### config.mk
export PLATFORM = sky130hd
export DESIGN_NAME = midpoint_line_rasterizer
export DESIGN_NICKNAME = d
export VERILOG_FILES = /design/src/hw/rtl/mlr_pkg.sv /design/src/hw/rtl/mlr_front.sv /design/src/hw/rtl/mlr_queue.sv /design/src/hw/rtl/mlr_back.sv /design/src/hw/rtl/midpoint_line_rasterizer.sv
export SDC_FILE = /design/constraint.sdc
export NUM_CORES = 1
export LEC_CHECK = 0
export BUFFER_PORTS_ARGS = -buffer_cell sky130_fd_sc_hd__buf_2
export CAP_MARGIN = 20
export CELL_PAD_IN_SITES_DETAIL_PLACEMENT = 1
export CELL_PAD_IN_SITES_GLOBAL_PLACEMENT = 2
export CORE_MARGIN = 5
export CORE_UTILIZATION = 40
export CTS_BUF_LIST = sky130_fd_sc_hd__clkbuf_4
export DETAILED_ROUTE_END_ITERATION = 16
export GPL_TIMING_DRIVEN = 1
export PLACE_DENSITY_LB_ADDON = 0.15
export REMOVE_ABC_BUFFERS = 1
export SYNTH_ARGS = -nofsm -noshare
export SYNTH_HDL_FRONTEND = slang
export SYNTH_SLANG_ARGS = --single-unit
### constraint.sdc
create_clock -name clock -period 11.2 [get_ports clock]
set_input_delay 0.56 -clock clock [delete_from_list [all_inputs] [get_ports clock]]
set_output_delay 0.56 -clock clock [all_outputs]
set_load 0.02 [all_outputs]
### src/hw/rtl/mlr_pkg.sv
// mlr_pkg: shared types and constants of the midpoint line rasterizer
// no dependencies; used by mlr_front, mlr_queue, mlr_back and the top level

package mlr_pkg;

   // coordinate width of every point field
   localparam int COORD_BITS = 6;

   // decision value and its increments, signed, with headroom for 2 * (big - small)
   localparam int D_BITS = COORD_BITS + 3;

   // packed stream widths, rounded up to whole bytes
   localparam int REQ_DATA_BITS = ((4 * COORD_BITS + 7) / 8) * 8;
   localparam int RSP_DATA_BITS = ((2 * COORD_BITS + 7) / 8) * 8;

   // line queue between front and back
   localparam int QUEUE_DEPTH    = 2;
   localparam int QUEUE_PTR_BITS = $clog2(QUEUE_DEPTH);
   localparam int QUEUE_CNT_BITS = $clog2(QUEUE_DEPTH + 1);

   typedef logic [COORD_BITS-1:0]    coord_type;
   typedef logic signed [D_BITS-1:0] decision_type;

   // one classified line, ready to step
   typedef struct packed {
      coord_type    x_start;
      coord_type    y_start;
      logic         x_major;     // |dx| > |dy|
      logic         neg_x;       // x moves toward smaller columns
      logic         neg_y;       // y moves toward smaller rows
      coord_type    steps;       // major axis length, pixels minus one
      decision_type d_init;      // big - 2 * small
      decision_type inc_keep;    // -2 * small
      decision_type inc_move;    // 2 * (big - small)
   } line_setup_type;

endpackage

### src/hw/rtl/mlr_front.sv
// mlr_front: accepts line transactions and classifies them into step setups
// depends on mlr_pkg

module mlr_front (
   input  logic                                  clock,
   input  logic                                  reset,
   input  logic                                  req_tvalid,
   output logic                                  req_tready,
   input  logic [mlr_pkg::REQ_DATA_BITS-1:0]     req_tdata,
   output logic                                  setup_valid,
   input  logic                                  setup_ready,
   output mlr_pkg::line_setup_type               setup_data
);

   mlr_pkg::coord_type      xs, ys, xe, ye;
   logic signed [mlr_pkg::COORD_BITS:0] dx, dy;
   mlr_pkg::coord_type      adx, ady, big, small_len;
   mlr_pkg::decision_type   big_ext, small_ext;
   mlr_pkg::line_setup_type setup_in;
   mlr_pkg::line_setup_type setup_ff;
   logic                    valid_ff, valid_in;
   logic                    accept;

   // unpack the request fields
   assign xs = req_tdata[0*mlr_pkg::COORD_BITS +: mlr_pkg::COORD_BITS];
   assign ys = req_tdata[1*mlr_pkg::COORD_BITS +: mlr_pkg::COORD_BITS];
   assign xe = req_tdata[2*mlr_pkg::COORD_BITS +: mlr_pkg::COORD_BITS];
   assign ye = req_tdata[3*mlr_pkg::COORD_BITS +: mlr_pkg::COORD_BITS];

   // deltas, magnitudes and major axis choice
   always_comb begin
      dx = $signed({1'b0, xe}) - $signed({1'b0, xs});
      dy = $signed({1'b0, ye}) - $signed({1'b0, ys});
      adx = dx[mlr_pkg::COORD_BITS] ? mlr_pkg::COORD_BITS'(-dx)
                                    : dx[mlr_pkg::COORD_BITS-1:0];
      ady = dy[mlr_pkg::COORD_BITS] ? mlr_pkg::COORD_BITS'(-dy)
                                    : dy[mlr_pkg::COORD_BITS-1:0];
      setup_in.x_major = adx > ady;
      big       = setup_in.x_major ? adx : ady;
      small_len = setup_in.x_major ? ady : adx;
      big_ext   = $signed({{(mlr_pkg::D_BITS-mlr_pkg::COORD_BITS){1'b0}}, big});
      small_ext = $signed({{(mlr_pkg::D_BITS-mlr_pkg::COORD_BITS){1'b0}}, small_len});
      setup_in.x_start  = xs;
      setup_in.y_start  = ys;
      setup_in.neg_x    = dx[mlr_pkg::COORD_BITS];
      setup_in.neg_y    = dy[mlr_pkg::COORD_BITS];
      setup_in.steps    = big;
      setup_in.d_init   = big_ext - (small_ext + small_ext);
      setup_in.inc_keep = -(small_ext + small_ext);
      setup_in.inc_move = (big_ext - small_ext) + (big_ext - small_ext);
   end

   // one holding stage; refills while the queue takes the current line
   assign req_tready = !valid_ff || setup_ready;
   assign accept     = req_tvalid && req_tready;

   always_comb begin
      valid_in = valid_ff;
      if (accept) begin
         valid_in = 1'b1;
      end else if (setup_ready) begin
         valid_in = 1'b0;
      end
   end

   always_ff @(posedge clock) begin
      if (reset) begin
         valid_ff <= 1'b0;
      end else begin
         valid_ff <= valid_in;
      end
   end

   always_ff @(posedge clock) begin
      if (accept) begin
         setup_ff <= setup_in;
      end
   end

   assign setup_valid = valid_ff;
   assign setup_data  = setup_ff;

endmodule

### src/hw/rtl/mlr_queue.sv
// mlr_queue: short first-in first-out queue of classified lines
// depends on mlr_pkg

module mlr_queue (
   input  logic                    clock,
   input  logic                    reset,
   input  logic                    push_valid,     // valid from the writer
   output logic                    push_ready,
   input  mlr_pkg::line_setup_type push_data,
   output logic                    pop_valid,
   input  logic                    pop_ready,      // ready from the reader
   output mlr_pkg::line_setup_type pop_data
);

   mlr_pkg::line_setup_type                  entry_ff [mlr_pkg::QUEUE_DEPTH];
   logic [mlr_pkg::QUEUE_PTR_BITS-1:0]       wr_ptr_ff, wr_ptr_in;
   logic [mlr_pkg::QUEUE_PTR_BITS-1:0]       rd_ptr_ff, rd_ptr_in;
   logic [mlr_pkg::QUEUE_CNT_BITS-1:0]       count_ff, count_in;
   logic                                     push, pop;

   assign push_ready = count_ff != mlr_pkg::QUEUE_CNT_BITS'(mlr_pkg::QUEUE_DEPTH);
   assign pop_valid  = count_ff != '0;
   assign push       = push_valid && push_ready;
   assign pop        = pop_ready && pop_valid;
   assign pop_data   = entry_ff[rd_ptr_ff];

   // pointer wrap and occupancy
   always_comb begin
      wr_ptr_in = wr_ptr_ff;
      rd_ptr_in = rd_ptr_ff;
      count_in  = count_ff;
      if (push) begin
         wr_ptr_in = (wr_ptr_ff == mlr_pkg::QUEUE_PTR_BITS'(mlr_pkg::QUEUE_DEPTH - 1))
                   ? '0 : wr_ptr_ff + 1'b1;
      end
      if (pop) begin
         rd_ptr_in = (rd_ptr_ff == mlr_pkg::QUEUE_PTR_BITS'(mlr_pkg::QUEUE_DEPTH - 1))
                   ? '0 : rd_ptr_ff + 1'b1;
      end
      if (push && !pop) begin
         count_in = count_ff + 1'b1;
      end else if (pop && !push) begin
         count_in = count_ff - 1'b1;
      end
   end

   always_ff @(posedge clock) begin
      if (reset) begin
         wr_ptr_ff <= '0;
         rd_ptr_ff <= '0;
         count_ff  <= '0;
      end else begin
         wr_ptr_ff <= wr_ptr_in;
         rd_ptr_ff <= rd_ptr_in;
         count_ff  <= count_in;
      end
   end

   // entry storage
   always_ff @(posedge clock) begin
      if (push) begin
         entry_ff[wr_ptr_ff] <= push_data;
      end
   end

endmodule

### src/hw/rtl/mlr_back.sv
// mlr_back: steps one line at a time and drives the pixel output register
// depends on mlr_pkg

module mlr_back (
   input  logic                    clock,
   input  logic                    reset,
   input  logic                    line_valid,
   output logic                    line_ready,
   input  mlr_pkg::line_setup_type line_data,
   output logic                    pix_valid,
   input  logic                    pix_ready,
   output mlr_pkg::coord_type      pix_x,
   output mlr_pkg::coord_type      pix_y,
   output logic                    pix_last
);

   logic                    active_ff, active_in;
   mlr_pkg::coord_type      x_ff, x_in, y_ff, y_in, count_ff, count_in;
   mlr_pkg::decision_type   d_ff, d_in;
   mlr_pkg::line_setup_type line_ff;
   logic                    out_valid_ff, out_valid_in;
   mlr_pkg::coord_type      out_x_ff, out_y_ff;
   logic                    out_last_ff;
   logic                    slot_free, emit, at_last, load, move;
   logic                    step_x, step_y;

   // output slot handshake
   assign slot_free  = !out_valid_ff || pix_ready;
   assign emit       = active_ff && slot_free;
   assign at_last    = count_ff == '0;
   assign load       = line_valid && (!active_ff || (emit && at_last));
   assign line_ready = !active_ff || (emit && at_last);

   // midpoint decision and axis moves
   assign move   = d_ff[mlr_pkg::D_BITS-1] || (d_ff == '0);
   assign step_x = line_ff.x_major || move;
   assign step_y = !line_ff.x_major || move;

   always_comb begin
      active_in = active_ff;
      x_in      = x_ff;
      y_in      = y_ff;
      d_in      = d_ff;
      count_in  = count_ff;
      if (load) begin
         active_in = 1'b1;
         x_in      = line_data.x_start;
         y_in      = line_data.y_start;
         d_in      = line_data.d_init;
         count_in  = line_data.steps;
      end else if (emit && at_last) begin
         active_in = 1'b0;
      end else if (emit) begin
         count_in = count_ff - 1'b1;
         d_in     = d_ff + (move ? line_ff.inc_move : line_ff.inc_keep);
         if (step_x) begin
            x_in = line_ff.neg_x ? x_ff - 1'b1 : x_ff + 1'b1;
         end
         if (step_y) begin
            y_in = line_ff.neg_y ? y_ff - 1'b1 : y_ff + 1'b1;
         end
      end
   end

   always_comb begin
      out_valid_in = out_valid_ff;
      if (emit) begin
         out_valid_in = 1'b1;
      end else if (pix_ready) begin
         out_valid_in = 1'b0;
      end
   end

   always_ff @(posedge clock) begin
      if (reset) begin
         active_ff    <= 1'b0;
         out_valid_ff <= 1'b0;
      end else begin
         active_ff    <= active_in;
         out_valid_ff <= out_valid_in;
      end
   end

   // stepper datapath
   always_ff @(posedge clock) begin
      x_ff     <= x_in;
      y_ff     <= y_in;
      d_ff     <= d_in;
      count_ff <= count_in;
      if (load) begin
         line_ff <= line_data;
      end
   end

   // pixel output register
   always_ff @(posedge clock) begin
      if (emit) begin
         out_x_ff    <= x_ff;
         out_y_ff    <= y_ff;
         out_last_ff <= at_last;
      end
   end

   assign pix_valid = out_valid_ff;
   assign pix_x     = out_x_ff;
   assign pix_y     = out_y_ff;
   assign pix_last  = out_last_ff;

endmodule

### src/hw/rtl/midpoint_line_rasterizer.sv
// midpoint_line_rasterizer: top level, front classifier, line queue and pixel stepper
// depends on mlr_pkg, mlr_front, mlr_queue, mlr_back
//
//   channel | direction | payload
//   req_    | in        | tdata: x_start, y_start, x_end, y_end (lowest bits first)
//   rsp_    | out       | tdata: pixel_x, pixel_y; tlast: last_pixel
//
// a line of major length M gives M + 1 pixels, one per cycle from the stepper while
// rsp_tready allows, so up to 64 pixels per line; the stepper loads the next line on
// the cycle of the previous last pixel when one waits in the queue, else when it comes
// the front adds one register stage and the queue holds two lines
// synchronous reset clears all handshake state; no state is kept between lines
// rsp_tready low holds the stepper; req_tready drops once front and queue are full

module midpoint_line_rasterizer (
   input  logic                              clock,
   input  logic                              reset,
   input  logic                              req_tvalid,
   output logic                              req_tready,
   input  logic [mlr_pkg::REQ_DATA_BITS-1:0] req_tdata,  // x_start, y_start, x_end, y_end
   output logic                              rsp_tvalid,
   input  logic                              rsp_tready,
   output logic [mlr_pkg::RSP_DATA_BITS-1:0] rsp_tdata,  // pixel_x, pixel_y, zero fill
   output logic                              rsp_tlast   // last_pixel
);

   logic                    setup_valid, setup_ready;
   mlr_pkg::line_setup_type setup_data;
   logic                    line_valid, line_ready;
   mlr_pkg::line_setup_type line_data;
   mlr_pkg::coord_type      pix_x, pix_y;

   // front: accept and classify
   mlr_front u_front (
      .clock       (clock),
      .reset       (reset),
      .req_tvalid  (req_tvalid),
      .req_tready  (req_tready),
      .req_tdata   (req_tdata),
      .setup_valid (setup_valid),
      .setup_ready (setup_ready),
      .setup_data  (setup_data)
   );

   // queue between front and back
   mlr_queue u_queue (
      .clock      (clock),
      .reset      (reset),
      .push_valid (setup_valid),
      .push_ready (setup_ready),
      .push_data  (setup_data),
      .pop_valid  (line_valid),
      .pop_ready  (line_ready),
      .pop_data   (line_data)
   );

   // back: step the line and emit pixels
   mlr_back u_back (
      .clock      (clock),
      .reset      (reset),
      .line_valid (line_valid),
      .line_ready (line_ready),
      .line_data  (line_data),
      .pix_valid  (rsp_tvalid),
      .pix_ready  (rsp_tready),
      .pix_x      (pix_x),
      .pix_y      (pix_y),
      .pix_last   (rsp_tlast)
   );

   // pack the pixel transaction
   assign rsp_tdata = mlr_pkg::RSP_DATA_BITS'({pix_y, pix_x});

endmodule

==> impl_metrics.json, run 1 <==
{
  "tritoncts.num_buffers": 17,
  "cts_stage_hold_buffer_count": 0,
  "fin_worst_hold_slack_ps": 151.3,
  "area_growth_pct": 9.531,
  "design.die.area_um2": 26870,
  "layout-drive-gt1-share_pct": 16.73,
  "cell_area_power_density_nw_per_um2": 294.2,
  "finish.net_count": 834,
  "critPathRequiredTime_ps": 11530,
  "cap_viol_max_count": 0,
  "maxSlewViolCount": 0,
  "global_route_wire_length_before_repair_mm": 31.15,
  "cp_slowest_stage_delay_ps": 620,
  "timing.hold.worst.class": "in -> reg",
  "initialDrtViolationCount": 286,
  "switching_power_mw": 1.205,
  "period_share_pct": 55.47,
  "synth_warnings": 0,
  "port-buffer-count": 42,
  "post_synth_num_cell_types": 64,
  "std_cell_rows": 56,
  "detail-route-antenna-nets": 0,
  "slowest_stage": "mux2i_4",
  "fill_cells": 2487,
  "start_kind": "input port",
  "skew_ps": 30.39,
  "synth_edf_count": 190,
  "ys_ff_latch": 198,
  "synth_seq_area_share_pct": 61.89,
  "netlist_instances": 708,
  "swShare_pct": 39.46,
  "post_route_minimum_period_ps": 6212,
  "setup.worst_path.class": "in -> reg",
  "postRouteWirelength_mm": 18.70,
  "final_hold_viol_count": 0,
  "grt_pass1_vias": 5913,
  "grt_usage_pct": 14.89,
  "cts_htree_levels": 4,
  "max-slew-margin-rel_pct": 28.89,
  "cts.repair.resized": 0,
  "worst_ir_drop_on_vdd_v": 0.00008230,
  "cts_buffer_depth": 2,
  "rsz_0062_raised_after_global_routing": "no",
  "crit_path_frequent_cell": "ha_1",
  "pwr-share-clk_pct": 12.3,
  "endpoint_kind": "flop",
  "crit_arrival_ps": 6540,
  "gpl.final_weighted_congestion": 0.8293,
  "setup_total_negative_slack_ps": 0,
  "clkLatencyLatePin_ps": 580,
  "first_pass_iters": 4,
  "initial_core_utilization_pct": 40.50,
  "outcome": "completed",
  "io_pins": 47,
  "clk_transition_reported_paths_ps": 190,
  "report.final.setup_viol": 0,
  "syn-mean-instance-area_um2": 13.39,
  "worstMarginPinSlew_ps": 1063,
  "fp.dieH_um": 163.9,
  "post_drt_wl_per_cell_um": 17.14,
  "share_of_synthesized_flip_flops_with_an_asynchronous_set_or_reset_pct": 0,
  "internal-power_mw": 1.849,
  "grt_antenna_before_repair": 1,
  "post_cts_setup_repair_buffer_count": 0,
  "num_vias": 5404,
  "detail_route.vias_per_cell": 4.953,
  "synth.cell_area_um2": 9478,
  "synth_top_flop_cell": "edfxtp_1",
  "grt_residual_overflow": 0,
  "design.core.area_um2": 23400,
  "tritoncts": "built",
  "largest_net_degree_at_the_start_of_global_routing": 57,
  "power.share.sequential_pct": 42.2,
  "power.static_leakage_nw": 3.857,
  "combinationalPowerShare_pct": 45.5,
  "root_buffer": "clkbuf_4",
  "horizontal_die_dimension_um": 163.9,
  "cp_max_fo": 22,
  "max_freq_mhz": 161.0,
  "drc_errors": 0,
  "hpwlAfterDp_mm": 13.30,
  "tritoncts_num_sinks": 198
}
==> flip-flops by register name, indices dropped and copies added (netlist names), 2 cells and up, named ones only <==
| name | cells |
|---|---|
| u_back.count_ff | 6 |
| u_back.d_ff | 9 |
| u_back.line_ff | 18 |
| u_back.pix_x | 6 |
| u_back.pix_y | 6 |
| u_back.x_ff | 6 |
| u_back.y_ff | 6 |
| u_front.setup_data | 44 |
| u_queue.count_ff | 2 |
| u_queue.entry_ff | 88 |
==> metal layers <==
layer  routed length (um)  vias up  track usage (%)
li1                     -     2661                -
met1                 8874     2676            19.60
met2                 9264       54            25.63
met3                  356       13            2.334
met4                  207        0            4.232
met5                    0        -                0
==> layout by cell type (no fill, tap or decap), types with 4 or more instances in the layout <==
cell / netlist / layout
inv_8: 0 / 4
nor2b_1: 16 / 16
o21bai_1: 5 / 5
mux2i_1: 28 / 28
nand3_1: 10 / 10
xnor2_1: 28 / 28
inv_1: 55 / 55
nor3_1: 4 / 4
maj3_1: 4 / 4
o21ai_0: 22 / 21
a21oi_1: 43 / 43
edfxtp_1: 190 / 190
dfxtp_1: 8 / 7
inv_6: 0 / 4
a31oi_1: 5 / 5
nor2_1: 42 / 41
o21ai_1: 4 / 4
buf_2: 0 / 42
buf_4: 4 / 7
nand2_1: 44 / 44
ha_1: 43 / 43
clkbuf_4: 0 / 17
xor2_1: 23 / 23
nand2b_1: 8 / 8
fa_1: 5 / 5
nand3b_1: 5 / 5
mux2_2: 26 / 26
a21o_1: 6 / 6
conb_1: 1 / 4
a211oi_1: 12 / 12
==> critical path, delay by kind of cell <==
| kind | cells | cell delay (ps) |
|---|---|---|
| buffers and inverters | 4 | 610 |
| multiplexers | 2 | 750 |
| AO/OA/AOI/OAI | 10 | 2050 |
| AND/OR/NAND/NOR | 2 | 360 |
| XOR/XNOR | 2 | 580 |
| adder cells (fa/ha/maj) | 5 | 1630 |
==> through the flow <==
step	total power, mW	area [um2]	worst slack [ps]	utilization [%]	cells
after floorplan	2.319	9369	5292	-	688
after detailed placement	2.722	10070	4338	43.04	1057
after CTS	3.110	10360	5028	44.26	1089
final	3.054	10380	4988	44.36	1091
after global routing	3.318	10380	4502	44.36	1091
after global placement	2.657	10050	4531	42.96	1056
==> kinds of logic after synthesis <==
kind of cell	Yosys count	share of synthesized area, %
AND/OR/NAND/NOR	149	7.591
buffers and inverters	80	3.551
multiplexers	56	6.442
other	1	0.03957
XOR/XNOR	55	5.518
AO/OA/AOI/OAI	117	7.815
flip-flops	198	61.89
adder cells (fa/ha/maj)	52	7.155
==> power groups by stage <==
stage / registers (mW) / clock network [mW] / logic (mW)
final: 1.29 / 0.375 / 1.39
after global routing: 1.31 / 0.429 / 1.58
after CTS: 1.29 / 0.396 / 1.42
after detailed placement: 1.31 / 0 / 1.41
after global placement: 1.30 / 0 / 1.36
after floorplan: 1.30 / 0 / 1.02
==> worst paths after layout <==
kind | cells past startpoint | start | slack [ps] | endpoint
hold reg to reg | 0 | u_front.setup_data[46] | 450 | u_queue.entry_ff[0][46]
setup reg to reg | 12 | u_back.d_ff[1] | 7820 | u_back.d_ff[8]
setup / recovery | 25 | req_tdata[0] | 4990 | u_front.setup_data[24]
hold / removal | 1 | req_tdata[10] | 150 | u_front.setup_data[40]
==> Yosys cell counts, types with 14 or more instances <==
library cell / count / area share, %
xnor2_1: 28 / 2.6
inv_1: 55 / 2.2
mux2i_1: 28 / 3.0
nand2_1: 44 / 1.7
xor2_1: 23 / 2.1
nor2_1: 42 / 1.7
edfxtp_1: 190 / 60
mux2_2: 26 / 3.1
ha_1: 43 / 5.7
a21oi_1: 43 / 2.3
nor2b_1: 16 / 1.1
clkbuf_1: 14 / 0.55
o21ai_0: 22 / 1.2
==> final cells by class <==
class                   count  area [um2]  share of cell area (%)
repair buffers             51       302.8                   2.917
well taps                 319       399.1                   3.845
clock buffers              17       127.6                   1.229
multi-input cells         433        3308                   31.87
inverters                  57       216.5                   2.085
flip-flops and latches    198        5867                   56.51
diodes                      1       2.502                 0.02411
clock inverters            15       157.7                   1.519
Note: power is estimated with default switching activity, not from simulation.
==> run 2: changes to the inputs <==
--- a/config.mk
+++ b/config.mk
@@ -5,6 +5,7 @@
 export SDC_FILE = /design/constraint.sdc
 export NUM_CORES = 1
 export LEC_CHECK = 0
+export ABC_AREA = 1
 export BUFFER_PORTS_ARGS = -buffer_cell sky130_fd_sc_hd__buf_2
 export CAP_MARGIN = 20
 export CELL_PAD_IN_SITES_DETAIL_PLACEMENT = 1
==> constraint.sdc (replaced) <==
create_clock -name clock -period 6.06 [get_ports clock]
set_input_delay 0.303 -clock clock [delete_from_list [all_inputs] [get_ports clock]]
set_output_delay 0.303 -clock clock [all_outputs]
set_load 0.02 [all_outputs]
==> run 2 against run 1 <==
Effect of this change: via count is 13% higher; core utilization is 0.76 points higher; count of clock-buffer cells in the layout stayed put; register-to-register slack worse by 5100 ps; combinational power is 89% higher; synthesized cell count is 23% higher.
==> impl_metrics.json, run 2 <==
{
  "num_vias": 6119,
  "placed_cell_area_um2": 10230,
  "io_pins": 47,
  "critPathRequiredTime_ps": 6400,
  "grt_antenna_before_repair": 1,
  "initialDrtViolationCount": 363,
  "area_growth_pct": 10.43,
  "largest_net_degree_at_the_start_of_global_routing": 47,
  "timing.hold.worst.class": "in -> reg",
  "first_pass_iters": 4,
  "fill_cells": 2601,
  "design.core.area_um2": 23610,
  "drc_errors": 0,
  "reg2reg_setup_slack_ps": 2750,
  "worst_ir_drop_on_vdd_v": 0.0001989,
  "max_freq_mhz": 204.6,
  "skew_ps": 43.39,
  "ys_ff_latch": 198,
  "max-slew-margin-rel_pct": 42.84,
  "initial_core_utilization_pct": 40.85,
  "pwr-share-clk_pct": 12.1,
  "post_drt_wl_per_cell_um": 16.82,
  "globalRouteMet3Util_pct": 2.705,
  "layout-drive-gt1-share_pct": 16.28,
  "crit_arrival_ps": 5230,
  "finish.net_count": 1015,
  "worstMarginPinSlew_ps": 853.4,
  "share_of_synthesized_flip_flops_with_an_asynchronous_set_or_reset_pct": 0,
  "area.sequential_um2": 5867,
  "crit-reg2reg-launch": "u_back.d_ff[0]",
  "power.share.sequential_pct": 41.7,
  "synth_top_cells_by_count": "nand2_1 (212), edfxtp_1 (190), inv_1 (101)",
  "rsz_0062_raised_after_global_routing": "no",
  "netlist_instances": 872,
  "power.static_leakage_nw": 4.501,
  "internal-power_mw": 3.305,
  "synth_top_flop_cell": "edfxtp_1",
  "synth_top_cell_by_area": "edfxtp_1",
  "postRouteWirelength_mm": 21.40,
  "cts.repair.resized": 0,
  "global_route_wire_length_before_repair_mm": 34.98,
  "largest_register_ff_count": 88,
  "setup.worst_path.class": "in -> reg",
  "switching_power_mw": 2.380,
  "grt_residual_overflow": 0,
  "grt_pass1_vias": 6735,
  "cts_buffer_depth": 2,
  "overall_power_after_layout_mw": 5.684,
  "synthTopCellsByArea": "edfxtp_1 (59%), nand2_1 (8.2%), ha_1 (5.6%)",
  "root_buffer": "clkbuf_4",
  "clk_transition_reported_paths_ps": 170,
  "synth_warnings": 0,
  "period_share_pct": 80.67,
  "tritoncts": "built",
  "cell_area_power_density_nw_per_um2": 533.6,
  "syn-mean-instance-area_um2": 11.06,
  "outcome": "completed",
  "synth.top_cell.area_share_pct": 59.14,
  "synth_edf_count": 190,
  "post_cts_setup_repair_buffer_count": 0,
  "maxSlewViolCount": 0,
  "tritoncts.num_buffers": 17,
  "multi_input_comb_area_um2": 3272,
  "most_frequent_standard_cell_in_the_layout_excluding_fill_and_tap_cells": "nand2_1",
  "swShare_pct": 41.86,
  "grt_usage_pct": 16.68,
  "synth.cell_area_um2": 9647,
  "endpoint_kind": "flop",
  "post_route_minimum_period_ps": 4889,
  "final_cell_mix": "nand2_1 (212), edfxtp_1 (190), inv_1 (100), ha_1 (43), buf_2 (42)",
  "yosysMostFrequentCell": "nand2_1",
  "port-buffer-count": 42,
  "post_synth_num_cell_types": 46,
  "cp_slowest_stage_delay_ps": 540,
  "horizontal_die_dimension_um": 165.3,
  "cap_viol_max_count": 0,
  "fp.dieH_um": 165.3,
  "slowest_stage": "dlygate4sd3_1",
  "post-route-cell-area_um2": 10650,
  "cp_max_fo": 23,
  "combinationalPowerShare_pct": 46.3,
  "final_hold_viol_count": 0,
  "gpl.final_weighted_congestion": 0.8172,
  "worst_setup_path_startpoint": "req_tdata[0]",
  "min_from": "req_tdata[17]",
  "synth_seq_area_share_pct": 60.80,
  "detail-route-antenna-nets": 0,
  "start_kind": "input port",
  "detail_route.vias_per_cell": 4.811,
  "grt.met1_usage_pct": 22.19,
  "register_containing_the_most_flip_flops_in_the_final_layout": "u_queue.entry_ff",
  "setup_total_negative_slack_ps": 0,
  "clkLatencyLatePin_ps": 570,
  "cts_htree_levels": 4,
  "design.die.area_um2": 27320,
  "std_cell_rows": 56,
  "busiest_layer": "met2",
  "use_met2_pct": 28.92,
  "hpwlAfterDp_mm": 15.54,
  "report.final.setup_viol": 0,
  "tritoncts_num_sinks": 198
}
## run 2: cell types whose count changed in the layout (fill, tap and decap cells not counted), moves of 10 or more
cell           change
nand2_1          +168
inv_1             +45
mux2_2            -26
nand2_2           +25
nand3_1           +20
xnor2_1           -19
mux2i_1           -16
nor2b_1           -16
dlygate4sd3_1     +15
a21oi_1           -14
a211oi_1          -10
## run 2: logic make-up after synthesis
| kind of cell | Yosys count | share of synthesized area, % |
|---|---|---|
| compound gates | 89 | 5.422 |
| xor+xnor | 33 | 2.996 |
| fa+ha+maj | 48 | 6.615 |
| buf+inv | 130 | 5.577 |
| flops | 198 | 60.80 |
| mux | 12 | 1.245 |
| other cells | 1 | 0.03887 |
| simple gates | 361 | 17.30 |
## run 2: area by class of cell
cell class                 count  area share (%)
timing repair buffer          66           4.017
antenna                        1         0.02349
tap                          319           3.747
inverter                     109           3.864
clock inverter                15           1.362
clock buffer                  17           1.198
multi-input combinational    547           30.71
sequential                   198           55.07
## run 2: path summary, 6_finish.rpt
check	endpoint	depth (start not counted)
hold reg to reg	u_queue.entry_ff[1][44]	0
setup reg to reg	u_back.d_ff[8]	19
hold / removal	u_front.setup_data[34]	5
setup / recovery	u_front.setup_data[5]	28
## run 2: per-layer routing
| layer | wire length [um] | vias to the layer above |
|---|---|---|
| met1 | 10060 | 2981 |
| li1 | - | 3059 |
| met5 | 0 | - |
| met3 | 538 | 11 |
| met4 | 187 | 0 |
| met2 | 10610 | 68 |
## run 2: repair_timing
item / 4_1_cts / 5_1_grt
hold buffers: 15 / 0
endpoints found under the setup margin: 0 / 0
hold endpoints to repair: 15 / 0
## run 2: power by group through the flow
stage	clock (mW)	combinational [mW]	sequential, mW
final	0.686	2.63	2.37
after global routing	0.770	3.00	2.41
after floorplan	0	1.85	2.40
after CTS	0.715	2.68	2.37
after detailed placement	0	2.65	2.40
after global placement	0	2.57	2.38
## run 2: through the flow
step	setup WS [ps]	instances	hold slack [ps]	util, %
floorplan	1886	854	372.1	-
finish	1171	1272	355.1	45.11
global placement	1250	1224	422.2	43.31
detailed placement	1100	1224	431.5	43.31
global route	794.4	1272	291.9	45.11
CTS	1219	1271	287.4	45.10
## run 2: critical path: cells and delay by family
kind                       cells  cell delay, ps
AOI/OAI and AO/OA              2             290
xor gates and xnor gates       2             510
adders and majority gates      4            1190
buffers and inverters          7            1130
and+or+nand+nor               13            1780
==> run 3: changes to the inputs <==
--- a/config.mk
+++ b/config.mk
@@ -11,7 +11,7 @@
 export CELL_PAD_IN_SITES_DETAIL_PLACEMENT = 1
 export CELL_PAD_IN_SITES_GLOBAL_PLACEMENT = 2
 export CORE_MARGIN = 5
-export CORE_UTILIZATION = 40
+export CORE_UTILIZATION = 39
 export CTS_BUF_LIST = sky130_fd_sc_hd__clkbuf_4
 export DETAILED_ROUTE_END_ITERATION = 16
 export GPL_TIMING_DRIVEN = 1
==> constraint.sdc (replaced) <==
create_clock -name clock -period 4.4 [get_ports clock]
set_input_delay 0.22 -clock clock [delete_from_list [all_inputs] [get_ports clock]]
set_output_delay 0.22 -clock clock [all_outputs]
set_load 0.02 [all_outputs]
==> run 3 against run 2 <==
Effect of this change: combinational power is 44% higher; clock skew is 13 ps lower; sequential share of layout area is 1.2 points lower; power is 41% higher; global-route usage is 0.96 points lower; routed wire length is 0.11% higher; critical path depth is 3 lower; hold slack worse by 170 ps; design area is 2.3% higher; critical endpoint unchanged; highest routed layer unchanged.
==> impl_metrics.json, run 3 (synthesized netlist as in run 2, its figures left out) <==
{
  "outcome": "completed",
  "horizontal_die_dimension_um": 167.3,
  "detail-route-antenna-nets": 0,
  "post_route_minimum_period_ps": 4171,
  "num_vias": 6209,
  "port-buffer-count": 42,
  "detail_route.vias_per_cell": 4.795,
  "std_cell_rows": 57,
  "worstMarginPinSlew_ps": 809.4,
  "slowest_stage": "dlygate4sd3_1",
  "tritoncts": "built",
  "global_route_wire_length_before_repair_mm": 34.96,
  "top_delay_family_on_crit_path": "simple AND/OR/NAND/NOR gates",
  "clk_transition_reported_paths_ps": 170,
  "postRouteWirelength_mm": 21.42,
  "cell_area_power_density_nw_per_um2": 737.7,
  "final_cell_mix": "nand2_1 (212), edfxtp_1 (190), inv_1 (98), ha_1 (43), buf_2 (42)",
  "area_growth_pct": 12.93,
  "max-slew-margin-rel_pct": 45.96,
  "route.top_layer_used": "met4",
  "design.core.area_um2": 24320,
  "largest_register_ff_count": 88,
  "root_buffer": "clkbuf_4",
  "worst_ir_drop_on_vdd_v": 0.0002887,
  "setup_total_negative_slack_ps": 0,
  "layout-drive-gt1-share_pct": 18.56,
  "register_containing_the_most_flip_flops_in_the_final_layout": "u_queue.entry_ff",
  "rsz_0062_raised_after_global_routing": "no",
  "hpwlAfterDp_mm": 16.00,
  "multi_input_comb_area_um2": 3323,
  "cp_max_fo": 7,
  "crit_path_frequent_cell": "nand2_1",
  "dp_worst_setup_slack_ps": -86.89,
  "setup.worst_path.class": "in -> reg",
  "met3RoutedLength_um": 411,
  "largest_net_degree_at_the_start_of_global_routing": 47,
  "critical_path_buf_inv_count": 6,
  "endpoint_kind": "flop",
  "tritoncts.num_buffers": 17,
  "report.final.setup_viol": 0,
  "tritoncts_num_sinks": 198,
  "finish.net_count": 1033,
  "grt_pass1_vias": 6656,
  "skew_ps": 30.35,
  "wl_met2_mm": 10.37,
  "wl_met1_mm": 10.34,
  "max_freq_mhz": 239.7,
  "first_pass_iters": 4,
  "final_hold_viol_count": 0,
  "gpl.final_weighted_congestion": 0.8196,
  "post_drt_wl_per_cell_um": 16.54,
  "grt_usage_pct": 15.72,
  "cap_viol_max_count": 0,
  "initialDrtViolationCount": 285,
  "grt_residual_overflow": 0,
  "io_pins": 47,
  "critPathRequiredTime_ps": 4740,
  "finalWorstSetupSlack_ps": 228.9,
  "fill_cells": 2662,
  "drc_errors": 0,
  "design.die.area_um2": 27980,
  "most_frequent_standard_cell_in_the_layout_excluding_fill_and_tap_cells": "nand2_1",
  "power.static_leakage_nw": 4.614,
  "cts_htree_levels": 4,
  "clkLatencyLatePin_ps": 580,
  "period_share_pct": 94.80,
  "start_kind": "input port",
  "initial_core_utilization_pct": 39.67,
  "maxSlewViolCount": 0,
  "timing.hold.worst.class": "in -> reg",
  "cts_buffer_depth": 2,
  "fp.dieH_um": 167.3,
  "area.sequential_um2": 5867,
  "grt_antenna_before_repair": 1,
  "cp_slowest_stage_delay_ps": 540,
  "crit_arrival_ps": 4520
}
==> run 3: worst min-delay path, cell delays in order <==
cell and delay (ps):
buf_2 80, inv_1 40, nand2_1 80, nor2_1 50, inv_1 80, nand3_1 100
nand2_1 70, inv_1 30
==> run 3: area by class of cell <==
class                           instances  share of cell area [%]
Sequential cell                       198                   53.85
Clock inverter                         15                   1.619
Clock buffer                           17                   1.171
Antenna cell                            1                 0.02297
Multi-Input combinational cell        548                   30.50
Timing Repair Buffer                   83                   5.329
Tap cell                              324                   3.721
Inverter                              109                   3.779
==> run 3: timing repair <==
item	4_1_cts	5_1_grt
endpoints found under the hold margin	20	0
gates resized for setup	0	9
setup endpoints to repair	0	9
hold buffers	15	0
buffers inserted	0	5
==> run 3: power breakdown <==
| group | switching, mW | internal [mW] | leakage [nW] |
|---|---|---|---|
| Combinational | 2.41 | 1.38 | 2.61 |
| Clock | 0.712 | 0.273 | 0.161 |
| Sequential | 0.257 | 3.00 | 1.85 |
| Total | 3.38 | 4.65 | 4.61 |
==> run 3: per-stage QoR <==
step                      cell area (um2)  total power, mW  utilization, %  hold WS, ps  cells
after floorplan                      9532            5.844               -        289.1    854
after global placement              10320            6.870           42.42        417.6   1240
after global routing                10890            8.763           44.80        147.9   1295
after CTS                           10770            8.047           44.29        113.1   1287
after detailed placement            10320            7.026           42.42        419.9   1240
final                               10890            8.036           44.80        181.0   1295
==> run 3: metal layers <==
metal / up-vias / track usage [%]
li1: 3103 / -
met1: 3013 / 21.04
met2: 74 / 26.58
met3: 19 / 2.900
met4: 0 / 4.058
met5: - / 0
==> run 3: worst paths after layout <==
check	end	slack, ps	cells after the start	startpoint
setup / recovery	u_front.setup_data[5]	230	25	req_tdata[0]
hold / removal	u_back.active_ff	180	8	rsp_tready
setup reg to reg	u_back.d_ff[7]	1190	15	u_back.d_ff[1]
hold reg to reg	u_queue.entry_ff[0][47]	450	0	u_front.setup_data[47]
